==> config.mk <==
export PLATFORM = sky130hd
export DESIGN_NAME = contrast_stretch_gray_unit
export DESIGN_NICKNAME = d
export VERILOG_FILES = /design/src/rtl/csg_pkg.sv /design/src/rtl/csg_ctrl.sv /design/src/rtl/csg_dpath.sv /design/src/rtl/contrast_stretch_gray_unit.sv
export SDC_FILE = /design/constraint.sdc
export NUM_CORES = 1
export LEC_CHECK = 0
export BUFFER_PORTS_ARGS = -buffer_cell sky130_fd_sc_hd__buf_2
export CAP_MARGIN = 20
export CORE_ASPECT_RATIO = 0.6
export CORE_MARGIN = 2
export CORE_UTILIZATION = 50
export CTS_CLUSTER_DIAMETER = 150
export DETAILED_ROUTE_END_ITERATION = 8
export GPL_TIMING_DRIVEN = 0
export PLACE_DENSITY = 0.67
export SYNTH_ARGS = -nofsm -noshare
export SYNTH_HDL_FRONTEND = slang
export SYNTH_SLANG_ARGS = --single-unit
export TNS_END_PERCENT = 10
==> constraint.sdc <==
create_clock -name clk -period 12.55 [get_ports clk]
set_clock_uncertainty 0.15 [all_clocks]
set_input_delay 2.51 -clock clk [delete_from_list [all_inputs] [get_ports clk]]
set_output_delay 2.51 -clock clk [all_outputs]
set_load 0.02 [all_outputs]
==> src/rtl/csg_pkg.sv <==
// Shared types and constants for the gray-level contrast stretch unit.
package csg_pkg;

  localparam int PIXELS_PER_WORD_DEF = 4;
  localparam int WORD_FIELDS         = 4;
  localparam int PIX_W               = 8;
  localparam int NUM_W               = 17;  // 2*255*255 + 255 fits in 17 bits
  localparam int DIV_W               = 9;   // twice the span, up to 510
  localparam int QBITS               = 8;   // quotient never exceeds 255
  localparam int SHIFT_W             = DIV_W + QBITS - 1;

  localparam logic [PIX_W-1:0] FULL_SCALE = 8'd255;
  localparam logic [PIX_W-1:0] FLAT_VALUE = 8'd128;
  localparam logic [PIX_W-1:0] ZERO_VALUE = 8'd0;

  localparam logic REQ_MEASURE = 1'b0;
  localparam logic REQ_MAP     = 1'b1;

  typedef logic [WORD_FIELDS-1:0][PIX_W-1:0] pix_word_t;

  // Commands from the controller to the datapath
  typedef struct packed {
    logic measure;  // take a measure item into low/high tracking
    logic load;     // set up the divider lanes for a map item
    logic step;     // one quotient bit on every lane that is not bypassed
    logic capture;  // move lane results into the output register
  } csg_cmd_t;

endpackage

==> src/rtl/csg_ctrl.sv <==
// Controller: item handshake, divider step count and output register valid.
module csg_ctrl (
  input  logic              clk,
  input  logic              rst_n,
  input  logic              in_tvalid,
  output logic              in_tready,
  input  logic              req_type,
  output logic              out_tvalid,
  input  logic              out_tready,
  output csg_pkg::csg_cmd_t cmd
);
  import csg_pkg::*;

  localparam logic [1:0] S_IDLE = 2'd0;
  localparam logic [1:0] S_DIV  = 2'd1;
  localparam logic [1:0] S_HOLD = 2'd2;
  localparam int         CNT_W  = $clog2(QBITS);
  localparam logic [CNT_W-1:0] CNT_LAST = CNT_W'(QBITS - 1);

  logic [1:0]       state_r, state_nxt;
  logic [CNT_W-1:0] cnt_r, cnt_nxt;
  logic             out_valid_r, out_valid_nxt;
  logic             in_acc;
  logic             out_free;

  assign in_tready  = (state_r == S_IDLE);
  assign out_tvalid = out_valid_r;
  assign in_acc     = in_tvalid && in_tready;
  assign out_free   = !out_valid_r || out_tready;

  // Sequence one item: measure on acceptance, map through the divider
  always_comb begin
    state_nxt     = state_r;
    cnt_nxt       = cnt_r;
    out_valid_nxt = out_valid_r;
    cmd           = '0;
    if (out_valid_r && out_tready) begin
      out_valid_nxt = 1'b0;
    end
    case (state_r)
      S_IDLE: begin
        if (in_acc) begin
          if (req_type == REQ_MAP) begin
            cmd.load  = 1'b1;
            state_nxt = S_DIV;
            cnt_nxt   = '0;
          end else begin
            cmd.measure = 1'b1;
          end
        end
      end
      S_DIV: begin
        cmd.step = 1'b1;
        cnt_nxt  = cnt_r + 1'b1;
        if (cnt_r == CNT_LAST) begin
          state_nxt = S_HOLD;
          cnt_nxt   = '0;
        end
      end
      S_HOLD: begin
        if (out_free) begin
          cmd.capture   = 1'b1;
          out_valid_nxt = 1'b1;
          state_nxt     = S_IDLE;
        end
      end
      default: begin
        state_nxt = S_IDLE;
        cnt_nxt   = '0;
      end
    endcase
  end

  // Hold controller state
  always_ff @(posedge clk) begin
    if (!rst_n) begin
      state_r     <= S_IDLE;
      cnt_r       <= '0;
      out_valid_r <= 1'b0;
    end else begin
      state_r     <= state_nxt;
      cnt_r       <= cnt_nxt;
      out_valid_r <= out_valid_nxt;
    end
  end

  // A map item always enters the divider
  a_map_enters_div: assert property (@(posedge clk) disable iff (!rst_n)
    (in_acc && req_type == REQ_MAP) |=> (state_r == S_DIV && cnt_r == '0))
    else $error("map item did not start the divider");

  // The step count runs only inside the divider phase
  a_cnt_idle: assert property (@(posedge clk) disable iff (!rst_n)
    (state_r != S_DIV) |-> (cnt_r == '0))
    else $error("step count left nonzero outside divider phase");

  // The last quotient step always hands over to the hold state
  a_div_ends: assert property (@(posedge clk) disable iff (!rst_n)
    (state_r == S_DIV && cnt_r == CNT_LAST) |=> (state_r == S_HOLD))
    else $error("divider phase did not end after last step");

  // Never overwrite a result that is still waiting
  a_no_overwrite: assert property (@(posedge clk) disable iff (!rst_n)
    cmd.capture |-> (!out_valid_r || out_tready))
    else $error("output register overwritten while full");

endmodule

==> src/rtl/csg_dpath.sv <==
// Datapath: low/high tracking, per-pixel restoring divider lanes, output register.
module csg_dpath #(
  parameter int PIXELS_PER_WORD = csg_pkg::PIXELS_PER_WORD_DEF
) (
  input  logic               clk,
  input  logic               rst_n,
  input  csg_pkg::csg_cmd_t  cmd,
  input  logic               frame_start,
  input  csg_pkg::pix_word_t pix_in,
  output csg_pkg::pix_word_t pix_out,
  output logic               flat_frame
);
  import csg_pkg::*;

  logic [PIX_W-1:0]   low_r, low_nxt;
  logic [PIX_W-1:0]   high_r, high_nxt;
  logic [SHIFT_W-1:0] dsh_r;
  logic               flat_r;
  logic [WORD_FIELDS-1:0][NUM_W-1:0] rem_r;
  logic [WORD_FIELDS-1:0][QBITS-1:0] q_r;
  logic [WORD_FIELDS-1:0]            byp_r;
  pix_word_t          res_r;
  logic               res_flat_r;
  logic [PIX_W-1:0]   span;
  logic               is_flat;

  assign span    = high_r - low_r;
  assign is_flat = (low_r == high_r);

  // Fold the word's active pixels into the running low and high, restarting them on frame_start
  always_comb begin
    low_nxt  = frame_start ? FULL_SCALE : low_r;
    high_nxt = frame_start ? ZERO_VALUE : high_r;
    for (int i = 0; i < WORD_FIELDS; i++) begin
      if (i < PIXELS_PER_WORD) begin
        if (pix_in[i] < low_nxt)  low_nxt  = pix_in[i];
        if (pix_in[i] > high_nxt) high_nxt = pix_in[i];
      end
    end
  end

  always_ff @(posedge clk) begin
    if (!rst_n) begin
      low_r  <= FULL_SCALE;
      high_r <= ZERO_VALUE;
    end else if (cmd.measure) begin
      low_r  <= low_nxt;
      high_r <= high_nxt;
    end
  end

  // Divider lanes: load numerator or fixed value, then one quotient bit per step
  // Numerator is 510*(p-low) + span, built as 512*d - 2*d + span
  always_ff @(posedge clk) begin
    if (cmd.load) begin
      dsh_r  <= {span, 1'b0, {(QBITS-1){1'b0}}};
      flat_r <= is_flat;
      for (int i = 0; i < WORD_FIELDS; i++) begin
        rem_r[i] <= ({pix_in[i] - low_r, 9'd0})
                  - ({8'd0, pix_in[i] - low_r, 1'b0})
                  + {{(NUM_W-PIX_W){1'b0}}, span};
        byp_r[i] <= 1'b1;
        if (i >= PIXELS_PER_WORD) begin
          q_r[i] <= ZERO_VALUE;
        end else if (is_flat) begin
          q_r[i] <= FLAT_VALUE;
        end else if (pix_in[i] < low_r) begin
          q_r[i] <= ZERO_VALUE;
        end else if (pix_in[i] > high_r) begin
          q_r[i] <= FULL_SCALE;
        end else begin
          q_r[i]   <= '0;
          byp_r[i] <= 1'b0;
        end
      end
    end else if (cmd.step) begin
      dsh_r <= dsh_r >> 1;
      for (int i = 0; i < WORD_FIELDS; i++) begin
        if (!byp_r[i]) begin
          if (rem_r[i] >= {1'b0, dsh_r}) begin
            rem_r[i] <= rem_r[i] - {1'b0, dsh_r};
            q_r[i]   <= {q_r[i][QBITS-2:0], 1'b1};
          end else begin
            q_r[i]   <= {q_r[i][QBITS-2:0], 1'b0};
          end
        end
      end
    end
  end

  // Output register
  always_ff @(posedge clk) begin
    if (cmd.capture) begin
      for (int i = 0; i < WORD_FIELDS; i++) begin
        res_r[i] <= q_r[i];
      end
      res_flat_r <= flat_r;
    end
  end

  assign pix_out    = res_r;
  assign flat_frame = res_flat_r;

endmodule

==> src/rtl/contrast_stretch_gray_unit.sv <==
// Top level of the min-max contrast stretch unit for 8-bit gray pixel words.
//
//  channel | direction | tdata                          | tuser
//  in_     | in        | pixel_a..pixel_d (32 bits)     | req_type, frame_start
//  out_    | out       | out_a..out_d (32 bits)         | flat_frame
//
//  A measure item updates the tracked low and high when accepted; a map item goes
//  through accept, 8 quotient steps of the four restoring divider lanes and load of the output register.
//  Reset sets the tracked low to 255 and high to 0 and empties the output.
//  A result waits in the output register while the next item is accepted;
//  a map item that finishes while that register is still full holds its lanes.
module contrast_stretch_gray_unit #(
  parameter int PIXELS_PER_WORD = csg_pkg::PIXELS_PER_WORD_DEF
) (
  input  logic        clk,
  input  logic        rst_n,
  input  logic        in_tvalid,
  output logic        in_tready,
  input  logic [31:0] in_tdata,   // pixel_a[7:0], pixel_b[15:8], pixel_c[23:16], pixel_d[31:24]
  input  logic [1:0]  in_tuser,   // req_type[0], frame_start[1]
  output logic        out_tvalid,
  input  logic        out_tready,
  output logic [31:0] out_tdata,  // out_a[7:0], out_b[15:8], out_c[23:16], out_d[31:24]
  output logic [0:0]  out_tuser   // flat_frame[0]
);
  import csg_pkg::*;

  csg_cmd_t  cmd;
  pix_word_t pix_in;
  pix_word_t pix_out;
  logic      flat_frame;

  // Unpack the input word and pack the output word: first field in the lowest byte
  always_comb begin
    for (int i = 0; i < WORD_FIELDS; i++) begin
      pix_in[i]                  = in_tdata[i*PIX_W +: PIX_W];
      out_tdata[i*PIX_W +: PIX_W] = pix_out[i];
    end
  end

  assign out_tuser[0] = flat_frame;

  csg_ctrl u_ctrl (
    .clk        (clk),
    .rst_n      (rst_n),
    .in_tvalid  (in_tvalid),
    .in_tready  (in_tready),
    .req_type   (in_tuser[0]),
    .out_tvalid (out_tvalid),
    .out_tready (out_tready),
    .cmd        (cmd)
  );

  csg_dpath #(
    .PIXELS_PER_WORD (PIXELS_PER_WORD)
  ) u_dpath (
    .clk         (clk),
    .rst_n       (rst_n),
    .cmd         (cmd),
    .frame_start (in_tuser[1]),
    .pix_in      (pix_in),
    .pix_out     (pix_out),
    .flat_frame  (flat_frame)
  );

endmodule
======== Word-level counts from Yosys, hierarchy flattened ========
Index checks and enable logic that the tools add are counted.
storage, ports and cells
  register bits after elaboration ......... 176
  input bits .............................. 38
  output and inout port bits .............. 35
  word-level logic and storage cells ...... 167
operators by class
  add/subtract/negate cells ............... 18
  $lt $le $gt $ge ......................... 20
  equality and inequality tests ........... 12
  muxes and demuxes ....................... 67
  bitwise gates (word level) .............. 1
  reductions and logical operators ........ 24
operator list
  operator            count
  $mux 8              26
  $mux 17             8
  $mux 68             2
  $add 17x8->17       4
  $ge 17x16->1        4
  $sub 17x16->17      4
  $sub 17x9->17       4
  $gt 8x8->1          8
  $lt 8x8->1          8
  $mux 32             2
  $sub 8x8->8         5
  $mux 16             2
  $mux 1              16
  $reduce_and 3->1    5
  $mux 2              6
  $ne 2x2->1 const B  6
  $reduce_bool 2->1   5
  $mux 3              3
  $pmux 3 s3          1
  $eq 8x8->1          1
  $reduce_and 2->1    4
  $reduce_or 2->1     4
  $pmux 2 s3          1
  $ne 2x1->1 const B  2
  10 further kinds    11

======== Longest topological paths before layout ========
Gate-level depths: netlist of the first run.
  word-level depth ........................ 9
  mapped depth ............................ 40

======== Hierarchy ========
A second synthesis of the first run with hierarchy kept.
second synthesis, totals
  cells, all modules ...................... 1706
  area total of the unflattened synthesis .. 15673.8 um^2
by module, submodules not included
  module     times used  cells each  area each (um^2)  seq. area each (um^2)
  csg_dpath  1           1672        15342.2           4864.7
  csg_ctrl   1           34          331.6             120.1

======== Least setup slack after synthesis of the first run ========
OpenSTA, ideal clock, no wires.
  path kind ............................... input to register
  from .................................... input in_tuser[1]
  to ...................................... register u_dpath.high_r[3]
  setup time .............................. 0.092 ns
  arrival ................................. 9.094 ns
  slack ................................... 3.214 ns
  cell stages on the path ................. 38
  buffers on the path ..................... 2
  cells stage by stage .................... clkbuf_1 -> nand2b_1 -> ha_1 -> a21oi_1 -> a21oi_1 -> o21ai_1 -> mux2i_1 -> inv_1 -> ha_1 -> nand2_1 -> nor2_1 -> nand2_1 -> nor2_1 -> a21boi_0 -> a311o_1 -> a221oi_4 -> mux2i_1 -> ha_1 -> (+2 left out) -> o21ai_0 -> nand2_1 -> o21bai_1 -> nand2_1 -> buf_1 -> nand2_1 -> nand2_1 -> ha_1 -> nor2b_1 -> o21a_1 -> o21ai_0 -> nand2b_1 -> a21oi_1 -> o21ai_0 -> o31a_1 -> clkinv_1 -> o211a_1 -> o32ai_1
on the way
  longest elaborated chain between the ends .. 9
ends and longest elaborated chain
  item                  RTL line                          source
  from (decl)           contrast_stretch_gray_unit.sv:20  input logic [1:0] in_tuser,
  $mux 8 *              csg_dpath.sv:33                   high_nxt = frame_start ? ZERO_VALUE : high_r;
  $gt 8x8->1            csg_dpath.sv:37                   if (pix_in[i] > high_nxt) high_nxt = pix_in[i];
  $mux 8 *              csg_dpath.sv:37
  $gt 8x8->1            csg_dpath.sv:37
  $mux 8 *              csg_dpath.sv:37
  $gt 8x8->1            csg_dpath.sv:37
  $mux 8 *              csg_dpath.sv:37
  $gt 8x8->1            csg_dpath.sv:37
  $mux 8 *              csg_dpath.sv:37
  to (signal assigned)  csg_dpath.sv:48                   high_r <= high_nxt;
  to (decl)             csg_dpath.sv:16                   logic [PIX_W-1:0] high_r, high_nxt;
Mark *: on every way between the ends. The rest lies on a longest branch, timed or not.
A chain may end at the register's enable or synchronous reset.

======== Worst setup path after layout of the first run ========
  from .................................... input in_tuser[1]
  to ...................................... register u_dpath.high_r[7]
Same word-level chain as after synthesis.

==> results of run 1 <==
## flip-flops by register name, summed over array words and instances (netlist names)
signal / flops
u_ctrl.cnt_r: 3
u_ctrl.out_tvalid: 1
u_ctrl.state_r: 2
u_dpath.byp_r: 4
u_dpath.dsh_r: 16
u_dpath.flat_frame: 1
u_dpath.flat_r: 1
u_dpath.high_r: 8
u_dpath.low_r: 8
u_dpath.pix_out: 32
u_dpath.q_r: 32
u_dpath.rem_r: 68
## cell type report
class | count | area (um2) | area share (%)
Timing Repair Buffer | 81 | 454 | 2.63
Multi-Input combinational cell | 1394 | 10100 | 58.5
Inverter | 132 | 495 | 2.87
Clock buffer | 17 | 425 | 2.46
Tap cell | 416 | 520 | 3.01
Clock inverter | 15 | 164 | 0.948
Sequential cell | 176 | 4980 | 28.8
Buffer | 35 | 133 | 0.767
## kinds of logic after synthesis
| kind of cell | count (synthesis) | share of synthesized area (%) |
|---|---|---|
| buffers and inverters | 167 | 4.00 |
| flip-flops | 176 | 31.7 |
| XOR/XNOR | 130 | 7.25 |
| multiplexers | 39 | 2.51 |
| AO/OA/AOI/OAI | 514 | 20.6 |
| AND/OR/NAND/NOR | 476 | 14.7 |
| adder cells (fa/ha/maj) | 235 | 19.2 |
## routing by layer
metal | vias to the layer above | routed length (um) | GRT usage, %
met4 | 2 | 928 | 7.24
met1 | 6518 | 24500 | 48.9
li1 | 6544 | - | -
met5 | - | 64 | 1.64
met3 | 72 | 7200 | 12.2
met2 | 767 | 19200 | 41.1
## power groups by stage
stage               sequential (mW)  combinational [mW]  clock, mW
floorplan                     0.768                1.10          0
global route                  0.774                1.67      0.574
CTS                           0.768                1.47      0.553
detailed placement            0.780                1.46          0
global placement              0.780                1.43          0
finish                        0.770                1.52      0.551
## synth_stat cells, types with 3 or more instances
cell type	count
nor3b_1	3
o32ai_1	6
o22ai_1	3
mux2_2	3
o41ai_1	4
a22oi_1	3
nor3_1	38
nand2b_1	35
inv_1	130
or3_1	17
nor2_1	131
fa_1	9
clkbuf_1	29
a32oi_1	8
a21oi_1	157
xnor2_1	80
nand4_1	21
o21bai_1	14
o21a_1	54
nor2b_1	43
ha_1	226
nand2_1	116
mux2i_1	36
or2_2	9
and2_1	10
a2111oi_0	3
buf_1	5
a211oi_1	9
xor2_1	50
o31ai_1	7
a31oi_1	11
o21ai_1	5
o21ai_0	129
edfxtp_1	146
o31a_1	4
nand3_1	26
a21o_1	45
a211o_1	8
a21boi_0	15
o211a_1	5
nor4_1	3
and3_1	11
dfxtp_1	30
o211ai_1	10
and4_1	4
## final timing paths
path | endpoint | slack, ns
setup / recovery | u_dpath.high_r[7] | 1.39
setup reg to reg | u_dpath.high_r[7] | 3.19
hold / removal | u_dpath.pix_out[31] | 0.28
hold reg to reg | u_dpath.pix_out[31] | 0.28
## through the flow
step | instance area [um2] | utilization (%) | total power, mW
4_1_cts | 17300 | 55.7 | 2.79
6_report | 17300 | 55.7 | 2.84
2_1_floorplan | 15700 | - | 1.86
3_3_place_gp | 16600 | 53.5 | 2.21
3_5_place_dp | 16700 | 53.8 | 2.24
5_1_grt | 17300 | 55.7 | 3.02
## cells in the final DEF (no fill, tap or decap), drive strengths merged, types with 5 or more instances in the layout
master  count
a211o       8
a211oi      9
a21boi     15
a21o       45
a21oi     157
a31oi      11
a32oi       8
and2       10
and3       12
buf        86
clkbuf     47
clkinv      7
dfxtp      30
edfxtp    146
fa          9
ha        226
inv       138
mux2i      36
nand2     117
nand2b     36
nand3      26
nand4      21
nor2      131
nor2b      43
nor3       38
o211a       5
o211ai     11
o21a       54
o21ai     134
o21bai     14
o31ai       7
o32ai       6
or2        11
or3        17
xnor2      80
xor2       50
## worst max-delay path: cells and delay by family
family | cells | cell delay [ns]
adder cells (fa/ha/maj) | 4 | 1.15
buffers and inverters | 5 | 1.24
AND/OR/NAND/NOR | 14 | 1.82
AO/OA/AOI/OAI | 13 | 3.61
multiplexers | 2 | 1.01
==> impl_metrics.csv, run 1 <==
group,metric,value,unit
status,status,"completed",
global_route,grt_usage,31.9,%
drt,dr.pass1.iters,5,
drt,totalWireLength,51900,um
yosys,syn_inst,1737,
setup_path,rr_startpoint,"u_dpath.high_r[2]",
clocking,clockRootBuffer,"clkbuf_16",
pwr,p_int,1.60,mW
layout,fill_cells,2831,
global_route,grt_pass1_wl,77500,um
drt,wl_per_cell,22.9,um
setup_path,critPathKind,"in2reg",
global_route,grt_max_degree,32,
clocking,cts_made_buffers,17,
clocking,cts_buffer_depth,2,
floorplan,dieArea,0.0329,mm2
global_route,grt_pass1_vias,13000,
sta,hold_violations,0,
pwr,p_leak,7.46,nW
sta,max_freq,89.6,MHz
run,cap_violations,0,
clocking,clock_latency,0.46,ns
yosys,synth-edff-count,146,
floorplan,die_h,141,um
global_route,antenna_found_initial,1,
yosys,syn-cell-area,0.0157,mm2
setup_path,worst_ep_required_time,12.75,ns
yosys,avgSynthCellArea,9.04,um2
setup_path,cp-end-kind,"register",
clocking,cts-resized-gates,0,
clocking,cts_setup_buffers,0,
placed_design,dp_cells,2232,
setup_path,worst_path_most_repeated_cell,"nand2_1",
setup_path,reg2regPathDepth,39,
hold_path,hp-class,"reg2reg",
sta,slew_viol_final,0,
placed_design,dpl.hpwl,40600,um
yosys,synthFlopType,"edfxtp_1",
drt,avgViaCountPerCell,6.14,
sta,fin_ws,1.39,ns
setup_path,arrival,11.36,ns
layout,drive_gt1_share,7.51,%
clocking,htree_levels,4,
sta,hold_ws,0.279,ns
yosys,ys_seq_elements,176,
sta,setup-tns-final,0,ns
setup_path,cp_slowest_stage_delay,0.68,ns
yosys,yosys_warnings,0,
layout,diodes,0,
pwr,pwr-share-comb,53.5,%
yosys,async_flop_share,0,%
yosys,synth_area_leader_cell,"edfxtp_1",
clocking,cts_tree,"yes",
pwr,irDropWorstVdd,0.000101,V
global_route,grt_remaining_overflow,0,
layout,final_cells,2266,
pwr,p_sw_share,43.6,%
clocking,clk_pin_slew,0.08,ns
yosys,ys_types,66,
placed_design,pre_cts_ws,1.32,ns
setup_path,cp-start-kind,"input pin",
sta,slew_headroom,22.2,%
yosys,synth_area_leaders,"edfxtp_1 (28%), ha_1 (18%), a21oi_1 (5.0%)",
sta,rsz0062_at_grt,"no",
floorplan,rows,50,
pwr,pwr_density_cell,164,mW/mm2
drt,num_vias,13900,
floorplan,start_util,50.6,%
drt,drc,0,
floorplan,dieWidth,233,um
setup_path,cp-startpoint,"in_tuser[1]",
sta,setup_violations,0,
pwr,clockPowerShare,19.4,%
sta,period_share,88.9,%
sta,tightest_slew,1.17,ns
yosys,seq_area_frac_synth,31.7,%
yosys,yosysTopAreaCellShare,27.9,%
floorplan,coreArea,0.0310,mm2
placed_design,place_congestion,0.991,
hold_path,hp-start,"u_dpath.q_r[31]",
pwr,power.switching,1.24,mW
floorplan,ioPinCount,73,
drt,drt-initial-drc-count,1677,
yosys,synth_nets,2010,
layout,fin_nets,2110,
drt,postRouteAntennaNets,0,
placed_design,port_buffers,72,
hold_path,hold_depth,0,
clocking,clock_sinks,176,
pwr,seq_power_share,27.1,%
clocking,cts_hold_buf,0,
setup_path,critPathSlowestCell,"mux2i_1",
layout,area_growth,10.1,%
sta,min_period,11.16,ns
setup_path,cp_max_fo,10,
(Power assumes the default switching activity.)
==> run 2, diff against run 1 <==
CORE_ASPECT_RATIO = 1.4   (was 0.6)
==> run 2 against run 1 <==
  * Global-route usage fell by 2.9 points
  * Clock power rose by 3%
  * Final area fell by 0.29%
  * Die area barely moved
  * Cell count fell by 1.2%
  * Largest cell class unchanged
  * Combinational power barely moved
==> impl_metrics.csv, run 2 (same netlist as run 1, synthesis figures left out) <==
group,metric,value,unit
global_route,antenna_found_initial,0,
run,cap_violations,0,
layout,drive_gt1_share,7.36,%
layout,largest_reg_flops,68,
drt,drt-initial-drc-count,950,
layout,top_register,"u_dpath.rem_r",
floorplan,coreArea,0.0308,mm2
floorplan,dieWidth,154,um
setup_path,critPathBufInv,5,
layout,fill_cells,2858,
setup_path,critPathTopFamily,"compound AO/OA/AOI/OAI gates",
drt,num_vias,13500,
clocking,cts_tree,"yes",
clocking,clock_latency,0.47,ns
sta,hold_violations,0,
layout,final_area,0.0172,mm2
drt,totalWireLength,47600,um
clocking,htree_levels,4,
drt,wl_per_cell,21.3,um
setup_path,cp_max_fo,10,
setup_path,critPathSlowestCell,"o21ai_1",
global_route,grt_remaining_overflow,0,
placed_design,place_area,0.0166,mm2
floorplan,start_util,51.0,%
setup_path,cp-end-kind,"register",
floorplan,die_h,214,um
pwr,pwr_density_cell,164,mW/mm2
global_route,grt_usage,29.0,%
sta,fin_ws,1.52,ns
floorplan,dieArea,0.0329,mm2
clocking,clockRootBuffer,"clkbuf_16",
clocking,cts_setup_buffers,0,
global_route,grt_max_degree,34,
placed_design,place_congestion,1.01,
pwr,irDropWorstVdd,0.0000667,V
drt,postRouteAntennaNets,0,
layout,layout_commonest_cell,"ha_1",
layout,area_growth,9.74,%
setup_path,cp-start-kind,"input pin",
sta,slew_headroom,27.5,%
layout,final_cells,2238,
global_route,grt_pass1_vias,13400,
clocking,clock_sinks,176,
placed_design,dpl.hpwl,37700,um
sta,rsz0062_at_grt,"no",
drt,avgViaCountPerCell,6.02,
setup_path,cp_slowest_stage_delay,0.60,ns
layout,fin_nets,2107,
pwr,power.total,2.82,mW
floorplan,ioPinCount,73,
sta,setup-tns-final,0,ns
layout,final_cell_mix,"ha_1 (226), a21oi_1 (157), edfxtp_1 (146)",
floorplan,rows,76,
pwr,p_leak,7.45,nW
global_route,grt_pass1_wl,72300,um
clocking,cts_made_buffers,17,
setup_path,worst_path_most_repeated_cell,"nand2_1",
setup_path,critPathKind,"in2reg",
sta,setup_violations,0,
setup_path,arrival,11.22,ns
drt,dr.pass1.iters,5,
setup_path,worst_ep_required_time,12.75,ns
clocking,cts_hold_buf,0,
placed_design,pre_cts_ws,1.28,ns
clocking,cts_buffer_depth,2,
sta,tightest_slew,1.09,ns
hold_path,hp-class,"reg2reg",
sta,max_freq,90.7,MHz
drt,drc,0,
clocking,clk_pin_slew,0.08,ns
clocking,cts-resized-gates,0,
placed_design,dp_cells,2204,
sta,period_share,87.9,%
status,status,"completed",
sta,min_period,11.03,ns
placed_design,port_buffers,72,
sta,slew_viol_final,0,
-- run 2: per-stage QoR --
stage	utilization, %	hold slack [ns]
floorplan	-	0.250
global placement	53.7	0.258
detailed placement	53.9	0.255
CTS	55.9	0.272
global route	55.9	0.277
finish	55.9	0.266
-- run 2: layout make-up --
| class | instances | area, um2 | area share (%) |
|---|---|---|---|
| antenna | 1 | 2.50 | 0.0145 |
| buffer | 35 | 133 | 0.769 |
| clock buffer | 17 | 425 | 2.47 |
| clock inverter | 15 | 193 | 1.12 |
| inverter | 132 | 495 | 2.87 |
| multi-input combinational | 1394 | 10100 | 58.7 |
| sequential | 176 | 4980 | 28.9 |
| tap | 390 | 488 | 2.83 |
| timing repair buffer | 78 | 405 | 2.35 |
-- run 2: power breakdown --
| part | total [mW] | internal, mW | switching (mW) |
|---|---|---|---|
| sequential | 0.766 | 0.737 | 0.0295 |
| clock | 0.565 | 0.288 | 0.277 |
| combinational | 1.49 | 0.594 | 0.896 |
| total | 2.82 | 1.62 | 1.20 |
-- run 2: path summary, 6_finish.rpt --
check / start / to / slack, ns / depth (start not counted)
worst min-delay path: u_dpath.q_r[31] / u_dpath.pix_out[31] / 0.27 / 0
worst max register to register: u_dpath.high_r[0] / u_dpath.high_r[6] / 3.33 / 39
worst min register to register: u_dpath.q_r[31] / u_dpath.pix_out[31] / 0.27 / 0
worst max-delay path: in_tuser[1] / u_dpath.high_r[6] / 1.52 / 39
-- run 2: worst register-to-register path: cells and delay by family, from the launching register on --
family | cells | cell delay, ns
flip-flops | 1 | 0.60
AND/OR/NAND/NOR | 14 | 1.52
AO/OA/AOI/OAI | 15 | 3.92
adder cells (fa/ha/maj) | 4 | 1.02
buffers and inverters | 4 | 0.94
multiplexers | 2 | 0.95
-- run 2: layer usage --
metal  wire (um)  share of wire [%]  track usage, %  vias to the layer above
met2       23000                 48            49.8                      438
met4        3910                8.2            22.9                        0
met1       18700                 39            32.8                     6334
met3        2010                4.2            3.33                      165
li1            -                  -               -                     6530
met5           0                  0               0                        -
==> run 3, diff against run 2 <==
CORE_UTILIZATION = 34   (was 50)
PLACE_DENSITY = not set   (was 0.67)
==> run 3 against run 2 <==
  * Cell count is 10% higher
  * Power down 0.14%
  * Non-clock buffer count is 1 higher
  * Critical path depth down 1
  * Core utilization decreased by 18 points
  * Sequential cell count unchanged
  * Critical path type unchanged
==> impl_metrics.csv, run 3 (same netlist as run 1, synthesis figures left out) <==
group,metric,value,unit
placed_design,place_area,0.0169,mm2
clocking,cts_buffer_depth,2,
setup_path,worst_ep_required_time,12.75,ns
setup_path,cp_slowest_stage_delay,0.59,ns
pwr,p_int,1.60,mW
drt,postRouteAntennaNets,0,
pwr,power.switching,1.21,mW
pwr,p_sw_share,43.1,%
clocking,cts-resized-gates,0,
setup_path,critPathTopFamily,"compound AO/OA/AOI/OAI gates",
drt,dr.pass1.iters,5,
global_route,grt_remaining_overflow,0,
sta,setup_violations,0,
drt,drt-initial-drc-count,678,
clocking,clockRootBuffer,"clkbuf_16",
layout,multi_input_area,0.0101,mm2
clocking,cts_setup_buffers,0,
global_route,grt_max_degree,34,
setup_path,worst_path_most_repeated_cell,"nand2_1",
sta,setup-tns-final,0,ns
setup_path,cp-start-kind,"input pin",
placed_design,place_congestion,0.957,
placed_design,port_buffers,72,
pwr,p_leak,7.45,nW
floorplan,dieArea,0.0480,mm2
drt,wl_per_cell,20.1,um
sta,max_freq,92.5,MHz
setup_path,cp-end-kind,"register",
layout,area_growth,11.6,%
global_route,grt_pass1_wl,75300,um
sta,period_share,86.2,%
drt,num_vias,13300,
layout,drive_gt1_share,7.41,%
run,cap_violations,0,
status,status,"completed",
layout,diodes,0,
layout,final_area,0.0175,mm2
pwr,pwr-share-comb,53.0,%
floorplan,coreArea,0.0458,mm2
global_route,antenna_found_initial,0,
layout,seq_area,0.00498,mm2
placed_design,dpl.hpwl,40000,um
setup_path,cp_max_fo,10,
sta,tightest_slew,1.06,ns
layout,fin_nets,2108,
floorplan,dieWidth,186,um
setup_path,critPathKind,"in2reg",
floorplan,ioPinCount,73,
pwr,seq_power_share,27.2,%
layout,layout_commonest_cell,"ha_1",
clocking,cts_tree,"yes",
sta,min_period,10.81,ns
pwr,pwr_density_cell,161,mW/mm2
sta,slew_viol_final,0,
pwr,clockPowerShare,19.8,%
setup_path,arrival,11.02,ns
sta,rsz0062_at_grt,"no",
sta,slew_headroom,29.1,%
clocking,cts_hold_buf,0,
global_route,grt_pass1_vias,13300,
pwr,power.total,2.82,mW
layout,largest_reg_flops,68,
layout,final_cell_mix,"ha_1 (226), a21oi_1 (157), edfxtp_1 (146)",
floorplan,start_util,34.3,%
drt,totalWireLength,49500,um
sta,hold_ws,0.278,ns
pwr,irDropWorstVdd,0.0000958,V
drt,drc,0,
clocking,clock_latency,0.47,ns
global_route,grt_usage,20.9,%
sta,hold_violations,0,
layout,fill_cells,4689,
setup_path,critPathSlowestCell,"o21ai_1",
clocking,cts_made_buffers,17,
layout,top_register,"u_dpath.rem_r",
clocking,clk_pin_slew,0.08,ns
floorplan,die_h,258,um
clocking,htree_levels,4,
drt,avgViaCountPerCell,5.41,
floorplan,rows,93,
clocking,clock_sinks,176,
hold_path,hp-class,"reg2reg",
setup_path,critPathBufInv,5,
## run 3: changes by cell type in the layout (fill, tap and decap cells not counted)
| cell | previous run | this run |
|---|---|---|
| clkinvlp_4 | 0 | 1 |
| bufinv_16 | 1 | 0 |
| buf_8 | 1 | 2 |
| inv_8 | 4 | 7 |
| clkinv_8 | 4 | 3 |
| buf_2 | 76 | 75 |
| inv_12 | 0 | 1 |
| inv_6 | 4 | 1 |
| diode_2 | 1 | 0 |
| clkbuf_4 | 0 | 1 |
## run 3: layout make-up
class                           count  area share, %
Inverter                          132           2.83
Timing Repair Buffer               79           2.41
Tap cell                          617           4.41
Clock inverter                     15           1.01
Sequential cell                   176           28.5
Buffer                             35          0.757
Clock buffer                       17           2.43
Multi-Input combinational cell   1394           57.7
## run 3: per-stage QoR
step                cells  setup slack [ns]  util (%)
floorplan            1737              3.21         -
detailed placement   2432              1.41      36.9
finish               2465              1.74      38.2
global route         2465              1.06      38.2
CTS                  2464              1.84      38.2
global placement     2426              1.57      36.7
## run 3: worst paths after layout
check / to / cells after the start / slack [ns] / startpoint
min: u_dpath.pix_out[31] / 0 / 0.28 / u_dpath.q_r[31]
max: u_dpath.high_r[6] / 38 / 1.74 / in_tuser[1]
min reg2reg: u_dpath.pix_out[31] / 0 / 0.28 / u_dpath.q_r[31]
max reg2reg: u_dpath.high_r[6] / 38 / 3.50 / u_dpath.high_r[0]
## run 3: power by group through the flow
stage	combinational (mW)	clock (mW)	sequential (mW)
after floorplan	1.10	0	0.768
after global placement	1.43	0	0.779
after detailed placement	1.46	0	0.780
after CTS	1.48	0.567	0.766
after global routing	1.65	0.583	0.772
final	1.49	0.558	0.766
## run 3: per-layer routing
layer | vias to the layer above | GRT usage [%] | part of all wire [%]
met2 | 396 | 38.0 | 51
met3 | 155 | 2.36 | 3.5
met4 | 0 | 15.1 | 8.0
met5 | - | 0 | 0
li1 | 6529 | - | -
met1 | 6244 | 22.1 | 37
